**config.mk**
```make
export PLATFORM = sky130hd
export DESIGN_NAME = scme_span_cmp
export DESIGN_NICKNAME = d
export VERILOG_FILES = /design/src/sv/scme_pkg.sv /design/src/sv/scme_span_cmp.sv
export SDC_FILE = /design/constraint.sdc
export NUM_CORES = 1
export LEC_CHECK = 0
export BUFFER_PORTS_ARGS = -buffer_cell sky130_fd_sc_hd__buf_4
export CORE_MARGIN = 4
export CORE_UTILIZATION = 56
export DETAILED_ROUTE_END_ITERATION = 6
export PLACE_DENSITY_LB_ADDON = 0.3
export SYNTH_ARGS = -nofsm -noshare
export SYNTH_HDL_FRONTEND = slang
export SYNTH_SLANG_ARGS = --single-unit
export TNS_END_PERCENT = 100
```
**constraint.sdc**
```tcl
create_clock -name vclk -period 4.25
set_clock_uncertainty 0.15 [all_clocks]
set_input_delay 0.2125 -clock vclk [all_inputs]
set_output_delay 0.2125 -clock vclk [all_outputs]
set_load 0.005 [all_outputs]
```
**src/sv/scme_pkg.sv**
```systemverilog
// ----------------------------------------------------------------------------
// scme_pkg
// shared constants and types for the span clip mask engine
// ----------------------------------------------------------------------------
`default_nettype none
package scme_pkg;
  localparam int SPAN_DEPTH_DEF    = 4096;
  localparam int ROW_DEPTH_DEF     = 1024;
  localparam int MAX_ROW_SPANS_DEF = 255;

  localparam logic [1:0] CMD_CLEAR = 2'd0;
  localparam logic [1:0] CMD_ADD   = 2'd1;
  localparam logic [1:0] CMD_FIN   = 2'd2;
  localparam logic [1:0] CMD_QUERY = 2'd3;

  localparam logic [1:0] ZONE_TOP    = 2'd0;
  localparam logic [1:0] ZONE_RECT   = 2'd1;
  localparam logic [1:0] ZONE_BOTTOM = 2'd2;

  localparam logic [1:0] ANS_OUT  = 2'd0;
  localparam logic [1:0] ANS_IN   = 2'd1;
  localparam logic [1:0] ANS_PART = 2'd2;

  localparam logic [7:0] FULL_COVER = 8'd255;
  localparam logic signed [17:0] SAT_MAX = 18'sd32767;

  // x + len reaches 98302, so run ends need 18 signed bits
  typedef logic signed [17:0] wide_t;
endpackage
`default_nettype wire

```
**src/sv/scme_span_cmp.sv**
```systemverilog
// ----------------------------------------------------------------------------
// scme_span_cmp
// shared interval compare unit: one span against one run per cycle
// ----------------------------------------------------------------------------
`default_nettype none
module scme_span_cmp (
  input  wire logic signed [17:0] run_l,
  input  wire logic signed [17:0] run_r,
  input  wire logic signed [15:0] span_x,
  input  wire logic [15:0]        span_len,
  output logic                    hit,
  output logic                    stick_out
);
  import scme_pkg::*;
  logic signed [17:0] sl;
  logic signed [17:0] sr;
  logic signed [17:0] rl;
  logic signed [17:0] rr;
  // 18 bit compare keeps wide ends exact
  always_comb begin
    sl = 18'(span_x);
    sr = 18'(span_x) + $signed({2'b00, span_len});
    rl = run_l;
    rr = run_r;
    hit = (rl < sr) && (rr > sl);
    stick_out = (rl < sl) || (rr > sr);
  end
endmodule
`default_nettype wire

```
[Word-level counts from Yosys, hierarchy flattened]
Cells that the tools add are included.
Cells by class
  add/sub/neg operators: 1
  $mul: 0
  divide/modulo/power cells: 0
  order comparisons: 4
  equal/unequal tests: 0
  shifts and indexed selects: 0
  multiplexer cells: 0
  bitwise gates (word level): 0
  reductions and logical operators: 2
Operators with widths (number)
  16-bit by 17-bit adder with 18-bit output: 1
  18-bit by 16-bit greater-than comparator with 1-bit output: 1
  18-bit greater-than comparator: 1
  18-bit by 16-bit less-than comparator with 1-bit output: 1
  18-bit less-than comparator: 1
  1-bit logical AND: 1
  1-bit logical OR: 1
Word-level totals
  register bits: 0
  bits in latches: 0
  bits in writable memories: 0
  bits in read-only memories: 0
  output and inout bits: 2
  word-level logic and storage cells: 7
  memories kept: 0

[Logic depth before layout (Yosys ltp)]
Gate-level depths: netlist of run 1.
  depth in word-level cells: 3
  mapped depth: 17

[Worst setup path after synthesis of run 1]
No wires, ideal clock.
  path type: input to output
  from: input port span_x[10]
  to: output port stick_out
  arrival time: 3.455 ns
  path slack: 0.433 ns
  stages: 16
  path buffers: 0
  cell sequence: ha_1 > a21oi_1 > o21ai_0 > a31oi_1 > a21oi_1 > o21ai_0 > a21oi_1 > or4b_2 > o211ai_1 > ha_1 > a21o_1 > a21o_1 > a211o_1 > a41o_1 > a221oi_2 > o2bb2ai_1
Between the ends
  word-level cells in the longest chain between the ends: 3
RTL lines
  start, declared: line scme_span_cmp.sv:9  | input wire logic signed [15:0] span_x,
  16-bit by 17-bit adder with 18-bit output: line scme_span_cmp.sv:22  | sr = 18'(span_x) + $signed({2'b00, span_len});
  18-bit greater-than comparator: line scme_span_cmp.sv:26  | stick_out = (rl < sl) || (rr > sr);
  1-bit logical OR *: line scme_span_cmp.sv:26
  end, declared: line scme_span_cmp.sv:12  | output logic stick_out
Mark *: on every way between the ends. The rest lies on a longest branch, timed or not.

[Worst setup path after layout of run 1]
Same ends and word-level chain as after synthesis.

==> metrics.log, run 1 <==
[metrics] status: completed
[metrics] largest fanout on the critical path: 5
[metrics] arrival time of data at the critical path endpoint: around 3.8 ns
[metrics] placed cell area: 0.00309 mm2
[metrics] footprint of the flip-flops and latches: 0 um2
[metrics] Cell Rows: 23
[metrics] post-synthesis sequential area ratio: 0%
[metrics] number of nets at the end of the flow: 539
[metrics] Leakage: 1.71 nW
[metrics] via-per-instance ratio: 6.19
[metrics] achievable frequency: 242 MHz
[metrics] leftover overflow at the end of global routing: 0
[metrics] number of global-route vias before repair: 2545
[metrics] die outline height: 74.4 um
[metrics] count of nets left with antenna violations after detail routing: 0
[metrics] area grow syn2layout: 32.0%
[metrics] overall routing resource usage: 24.3%
[metrics] final number of max-transition violations: 0
[metrics] PnR Total Power: 0.537 mW
[metrics] pin count of the biggest net entering global routing: 8
[metrics] synthesized area: 0.00247 mm2
[metrics] share of the synthesized area in the top cell type: 42.1%
[metrics] endpoint class of the critical path: output pin
[metrics] drt initial violations: 206
[metrics] wire length of the first global-routing pass: 10900 um
[metrics] diode insertion count for antenna repair: 0
[metrics] overall die width: about 74 um
[metrics] Starting Density: 60.0%
[metrics] vias post-DR: ~2700
[metrics] core occupancy in the finished layout: 79.2%
[metrics] path category of the worst min-delay check: input pin to output pin
[metrics] Period Utilization, post-route: 97.2%
[metrics] total of max-cap violations: 0
[metrics] final setup violation count: 0
[metrics] Synth Area per Inst: 8.06 um2
[metrics] count of input and output buffers: 70
[metrics] number of warnings reported in the yosys synthesis log: 0
[metrics] pwr/cell area: 165 mW/mm2
[metrics] DRC violation count after routing: 0
[metrics] post-synth top area cell: sky130_fd_sc_hd__ha_1
[metrics] actual slew at the worst max-slew pin: 0.606 ns
[metrics] endpoints failing hold: 0
[metrics] post-route minimum period: 4.13 ns
[metrics] commonest non-fill, non-tap cell in the layout: sky130_fd_sc_hd__buf_4
[metrics] sequential cell count: 0
[metrics] post-layout instance area: 0.00326 mm2
[metrics] Crit path required time: 3.89 ns
[metrics] number of top-level pins: 70
[metrics] biggest area contributors in the synthesized netlist: sky130_fd_sc_hd__ha_1 (42%), sky130_fd_sc_hd__a21o_1 (6.4%), sky130_fd_sc_hd__a21oi_1 (4.9%)
[metrics] Crit Path Class: input pin to output pin
[metrics] final weighted congestion in routability-driven placement: ~0.95
[metrics] highest-count cells in the layout ignoring fill and taps: sky130_fd_sc_hd__buf_4 (80), sky130_fd_sc_hd__ha_1 (78), sky130_fd_sc_hd__inv_1 (31)
[metrics] Pre-Repair DR Iteration Count: 4
[metrics] initial antenna violation count: 0
[metrics] proportion of layout cells with a drive suffix above 1: 29.6%
[metrics] highest ir drop seen on vdd: 0.0985 mV
[metrics] floorplan die area: roughly 0.0055 mm2
[metrics] cell count after synthesis: just over 300
[metrics] area of the placeable core: 0.00412 mm2
[metrics] detailed placer's ending HPWL: 6300 um
[metrics] average routed wire per standard cell: 17.0 um
[metrics] number of clock-tree buffers in the layout: 0
[metrics] Netlist cell types: 55
[metrics] net count of the mapped netlist: 458
[metrics] Total Wirelength: 7400 um
[metrics] Slew HR: 59.2%
[metrics] startpoint class of the critical path: input pin
==> path summary, 6_finish.rpt <==
kind,start,end,slack [ns],cells after the start
worst max-delay path,span_x[10],stick_out,0.12,18
worst min-delay path,run_l[12],hit,0.89,5
==> stage by stage <==
| stage | setup slack [ns] | setup TNS [ns] | std cells | hold WS [ns] |
|---|---|---|---|---|
| detailed placement | -0.0913 | -0.121 | 430 | 0.869 |
| global placement | -0.0205 | -0.0205 | 430 | 0.840 |
| global route | -0.0371 | -0.0371 | 435 | 0.915 |
| floorplan | 0.433 | 0 | 306 | 0.606 |
| finish | 0.118 | 0 | 435 | 0.890 |
| CTS | 0.0325 | 0 | 431 | 0.870 |
==> worst max-delay path, stage by stage <==
cell	delay (ns)
sky130_fd_sc_hd__buf_4	0.11
sky130_fd_sc_hd__ha_2	0.32
sky130_fd_sc_hd__a21oi_2	0.17
sky130_fd_sc_hd__o21ai_2	0.11
sky130_fd_sc_hd__a31oi_1	0.17
sky130_fd_sc_hd__a21oi_1	0.10
sky130_fd_sc_hd__o21ai_2	0.17
sky130_fd_sc_hd__a21oi_2	0.08
sky130_fd_sc_hd__or4b_2	0.60
sky130_fd_sc_hd__o211ai_1	0.13
sky130_fd_sc_hd__ha_1	0.28
sky130_fd_sc_hd__a21o_1	0.18
sky130_fd_sc_hd__a21o_1	0.17
sky130_fd_sc_hd__a211o_1	0.29
sky130_fd_sc_hd__a41o_1	0.21
sky130_fd_sc_hd__a221oi_2	0.19
sky130_fd_sc_hd__o2bb2ai_1	0.12
sky130_fd_sc_hd__buf_4	0.14
==> per-layer routing <==
metal	track usage, %	vias to the layer above	wire, um	part of all wire [%]
li1	-	1330	-	-
met1	32.2	1238	3140	42
met2	44.5	113	3680	50
met3	1.76	13	479	6.5
met4	2.37	0	99	1.3
met5	0	-	0	0
==> synthesized netlist by cell type, types with 2 or more instances <==
master                     number
sky130_fd_sc_hd__nor2_1        16
sky130_fd_sc_hd__ha_1          83
sky130_fd_sc_hd__or2_2          3
sky130_fd_sc_hd__a21oi_2        2
sky130_fd_sc_hd__a211oi_1       5
sky130_fd_sc_hd__nor3b_1        2
sky130_fd_sc_hd__nand3_1        4
sky130_fd_sc_hd__nand2b_1       5
sky130_fd_sc_hd__o221ai_1       2
sky130_fd_sc_hd__xnor2_1        9
sky130_fd_sc_hd__nand4_1       10
sky130_fd_sc_hd__inv_1         31
sky130_fd_sc_hd__o211ai_1       2
sky130_fd_sc_hd__a31oi_1        3
sky130_fd_sc_hd__nor3_1         5
sky130_fd_sc_hd__xor2_1         4
sky130_fd_sc_hd__and3_1         2
sky130_fd_sc_hd__and2_1         3
sky130_fd_sc_hd__a21oi_1       24
sky130_fd_sc_hd__a21o_1        21
sky130_fd_sc_hd__a21o_2         3
sky130_fd_sc_hd__nor2b_1        4
sky130_fd_sc_hd__nand2_1        4
sky130_fd_sc_hd__o21a_1        10
sky130_fd_sc_hd__o21ai_0       19
==> power breakdown <==
part	total, mW	internal [mW]	switching [mW]
combinational	0.537	0.265	0.272
clock	0	0	0
sequential	0	0	0
total	0.537	0.265	0.272
==> cells by family (layout without fill, tap and decap cells) <==
logic type               count (synthesis)  count (layout)  share of synthesized area [%]
adder cells (fa/ha/maj)                 86              86                           43.8
buffers and inverters                   32             111                           4.87
AND/OR/NAND/NOR                         64              64                           14.5
multiplexers                             1               1                          0.456
AO/OA/AOI/OAI                          109             109                           30.9
XOR/XNOR                                14              14                           5.53
==> timing repair <==
action / CTS / global route
hold buffers: 0 / 0
buffers inserted: 1 / 4
gates resized for setup: 6 / 24
setup endpoints to repair: 2 / 2
pin swaps: 3 / 19
==> area by class of cell <==
class / count / area [um2]
tap: 50 / 62.6
multi-input combinational: 274 / 2480
fill: 292 / 857
inverter: 31 / 116
timing repair buffer: 80 / 601
(Power assumes the default switching activity.)
==> run 2, diff against run 1 <==
--- a/config.mk
+++ b/config.mk
@@ -9,6 +9,7 @@
 export CORE_MARGIN = 4
 export CORE_UTILIZATION = 56
 export DETAILED_ROUTE_END_ITERATION = 6
+export MAX_ROUTING_LAYER = met4
 export PLACE_DENSITY_LB_ADDON = 0.3
 export SYNTH_ARGS = -nofsm -noshare
 export SYNTH_HDL_FRONTEND = slang
==> metrics.log, run 2 (synthesis gave the netlist of run 1 again) <==
[metrics] drt initial violations: 122 (was 206)
[metrics] via-per-instance ratio: 5.92 (was 6.19)
[metrics] path category of the worst min-delay check: input pin to output pin (unchanged)
[metrics] detailed placer's ending HPWL: 6180 um (was 6300 um)
[metrics] average routed wire per standard cell: 16.2 um (was 17.0 um)
[metrics] sequential cell count: 0 (unchanged)
[metrics] area grow syn2layout: 33.8% (was 32.0%)
[metrics] overall die width: 74.4 um (unchanged)
[metrics] highest ir drop seen on vdd: 0.0981 mV (was 0.0985 mV)
[metrics] leftover overflow at the end of global routing: 0 (unchanged)
[metrics] largest fanout on the critical path: 3 (was 5)
[metrics] endpoint class of the critical path: output pin (unchanged)
[metrics] minimum setup slack in the final design: 0.0333 ns (was 0.118 ns)
[metrics] number of clock-tree buffers in the layout: 0 (unchanged)
[metrics] final number of max-transition violations: 0 (unchanged)
[metrics] initial antenna violation count: 0 (unchanged)
[metrics] number of hold buffers added after CTS: 0 (unchanged)
[metrics] multi-input gate area in the final layout: 0.00247 mm2 (was 0.00248 mm2)
[metrics] Crit Path Class: input pin to output pin (unchanged)
[metrics] Cell Rows: 23 (unchanged)
[metrics] highest-count cells in the layout ignoring fill and taps: sky130_fd_sc_hd__buf_4 (83), sky130_fd_sc_hd__ha_1 (79), sky130_fd_sc_hd__inv_1 (31) (was sky130_fd_sc_hd__buf_4 (80), sky130_fd_sc_hd__ha_1 (78), sky130_fd_sc_hd__inv_1 (31))
[metrics] total placed cells including tap cells: 433 (was 430)
[metrics] pin count of the biggest net entering global routing: 8 (unchanged)
[metrics] die outline height: 74.4 um (unchanged)
[metrics] overall routing resource usage: 25.0% (was 24.3%)
[metrics] floorplan die area: 0.00553 mm2 (unchanged)
[metrics] number of non-filler instances in the completed layout: 440 (was 435)
[metrics] commonest non-fill, non-tap cell in the layout: sky130_fd_sc_hd__buf_4 (unchanged)
[metrics] vias post-DR: 2606 (was 2694)
[metrics] arrival time of data at the critical path endpoint: 3.85 ns (was 3.77 ns)
[metrics] fill cell instance count of the final layout: 285 (was 292)
[metrics] number of nets at the end of the flow: 544 (was 539)
[metrics] Hold Crit Start: run_r[13] (was run_l[12])
[metrics] worst min-delay path endpoint: stick_out (was hit)
[metrics] final sum of negative setup slack: 0 ns (unchanged)
[metrics] Total Wirelength: 7120 um (was 7400 um)
[metrics] post-route minimum period: 4.22 ns (was 4.13 ns)
[metrics] Pre-Repair DR Iteration Count: 4 (unchanged)
[metrics] final weighted congestion in routability-driven placement: 0.970 (was 0.953)
[metrics] count of input and output buffers: 70 (unchanged)
[metrics] Leakage: 1.75 nW (was 1.71 nW)
[metrics] Period Utilization, post-route: 99.2% (was 97.2%)
[metrics] Starting Density: 60.0% (unchanged)
[metrics] footprint of the flip-flops and latches: 0 um2 (unchanged)
[metrics] Crit path required time: 3.89 ns (about the same)
[metrics] instance count along the most critical hold path: 5 (unchanged)
[metrics] Slew HR: 69.4% (was 59.2%)
[metrics] achievable frequency: 237 MHz (was 242 MHz)
[metrics] proportion of layout cells with a drive suffix above 1: 30.0% (was 29.6%)
[metrics] core occupancy in the finished layout: 80.2% (was 79.2%)
[metrics] area of the placeable core: 0.00412 mm2 (unchanged)
[metrics] number of global-route vias before repair: 2456 (was 2545)
[metrics] total of max-cap violations: 0 (unchanged)
[metrics] startpoint class of the critical path: input pin (unchanged)
[metrics] wire length of the first global-routing pass: 10900 um (about the same)
[metrics] number of top-level pins: 70 (unchanged)
[metrics] pre-CTS WS: -0.0941 ns (was -0.0913 ns)
[metrics] count of nets left with antenna violations after detail routing: 0 (unchanged)
[metrics] status: completed (unchanged)
[metrics] actual slew at the worst max-slew pin: 0.454 ns (was 0.606 ns)
[metrics] final setup violation count: 0 (unchanged)
[metrics] endpoints failing hold: 0 (unchanged)
[metrics] pwr/cell area: 162 mW/mm2 (was 165 mW/mm2)
[metrics] diode insertion count for antenna repair: 0 (unchanged)
[metrics] DRC violation count after routing: 0 (unchanged)
[metrics] RSZ-0062 raised after global routing: yes
run 2: worst max-delay path by stage:
stage / slack (ns) / depth (start not counted) / endpoint / startpoint
after global placement: -0.05 / 18 / stick_out / span_x[0]
final: 0.03 / 18 / hit / span_x[0]
after global routing: -0.08 / 18 / stick_out / span_x[0]
after CTS: 0.003 / 18 / stick_out / span_x[0]
after detailed placement: -0.09 / 18 / stick_out / span_x[0]
after floorplan: 0.43 / 16 / stick_out / span_x[10]
run 2: through the flow:
| stage | instance area, um2 | hold slack (ns) | power [mW] |
|---|---|---|---|
| floorplan | 2470 | 0.606 | 0.321 |
| global placement | 3110 | 0.835 | 0.472 |
| detailed placement | 3110 | 0.834 | 0.484 |
| CTS | 3130 | 0.835 | 0.490 |
| global route | 3300 | 0.897 | 0.590 |
| finish | 3300 | 0.870 | 0.534 |
run 2: final cells by class:
class                      count  share of cell area, %
inverter                      31                   3.53
multi-input combinational    274                   74.9
tap                           50                   1.90
timing repair buffer          85                   19.7
run 2: power by group:
group / switching (mW) / internal [mW]
Clock: 0 / 0
Combinational: 0.263 / 0.271
Sequential: 0 / 0
Total: 0.263 / 0.271
run 2: routing by layer:
layer	part of all wire, %	up-vias	track usage [%]
met2	49	64	43.8
met1	46	1198	33.8
li1	-	1342	-
met3	4.8	2	0.541
met4	0.29	0	0.791
met5	0	-	-
run 2: timing repair:
action / CTS / global route
setup endpoints to repair: 2 / 2
pin swaps: 2 / 19
setup buffers: 0 / 8
gates resized for setup: 5 / 22
run 2: critical path, stage by stage:
cell and delay, ns:
sky130_fd_sc_hd__buf_8 0.10, sky130_fd_sc_hd__ha_4 0.16, sky130_fd_sc_hd__fa_2 0.38, sky130_fd_sc_hd__a21oi_4 0.20
sky130_fd_sc_hd__o22ai_4 0.10, sky130_fd_sc_hd__buf_4 0.14, sky130_fd_sc_hd__o21a_1 0.17, sky130_fd_sc_hd__o21a_1 0.17
sky130_fd_sc_hd__nor2_1 0.15, sky130_fd_sc_hd__xor2_1 0.28, sky130_fd_sc_hd__ha_1 0.19, sky130_fd_sc_hd__o2111ai_1 0.09
sky130_fd_sc_hd__o21ai_0 0.25, sky130_fd_sc_hd__a21oi_1 0.12, sky130_fd_sc_hd__maj3_2 0.33, sky130_fd_sc_hd__o32ai_2 0.28
sky130_fd_sc_hd__mux2_1 0.37, sky130_fd_sc_hd__buf_4 0.15
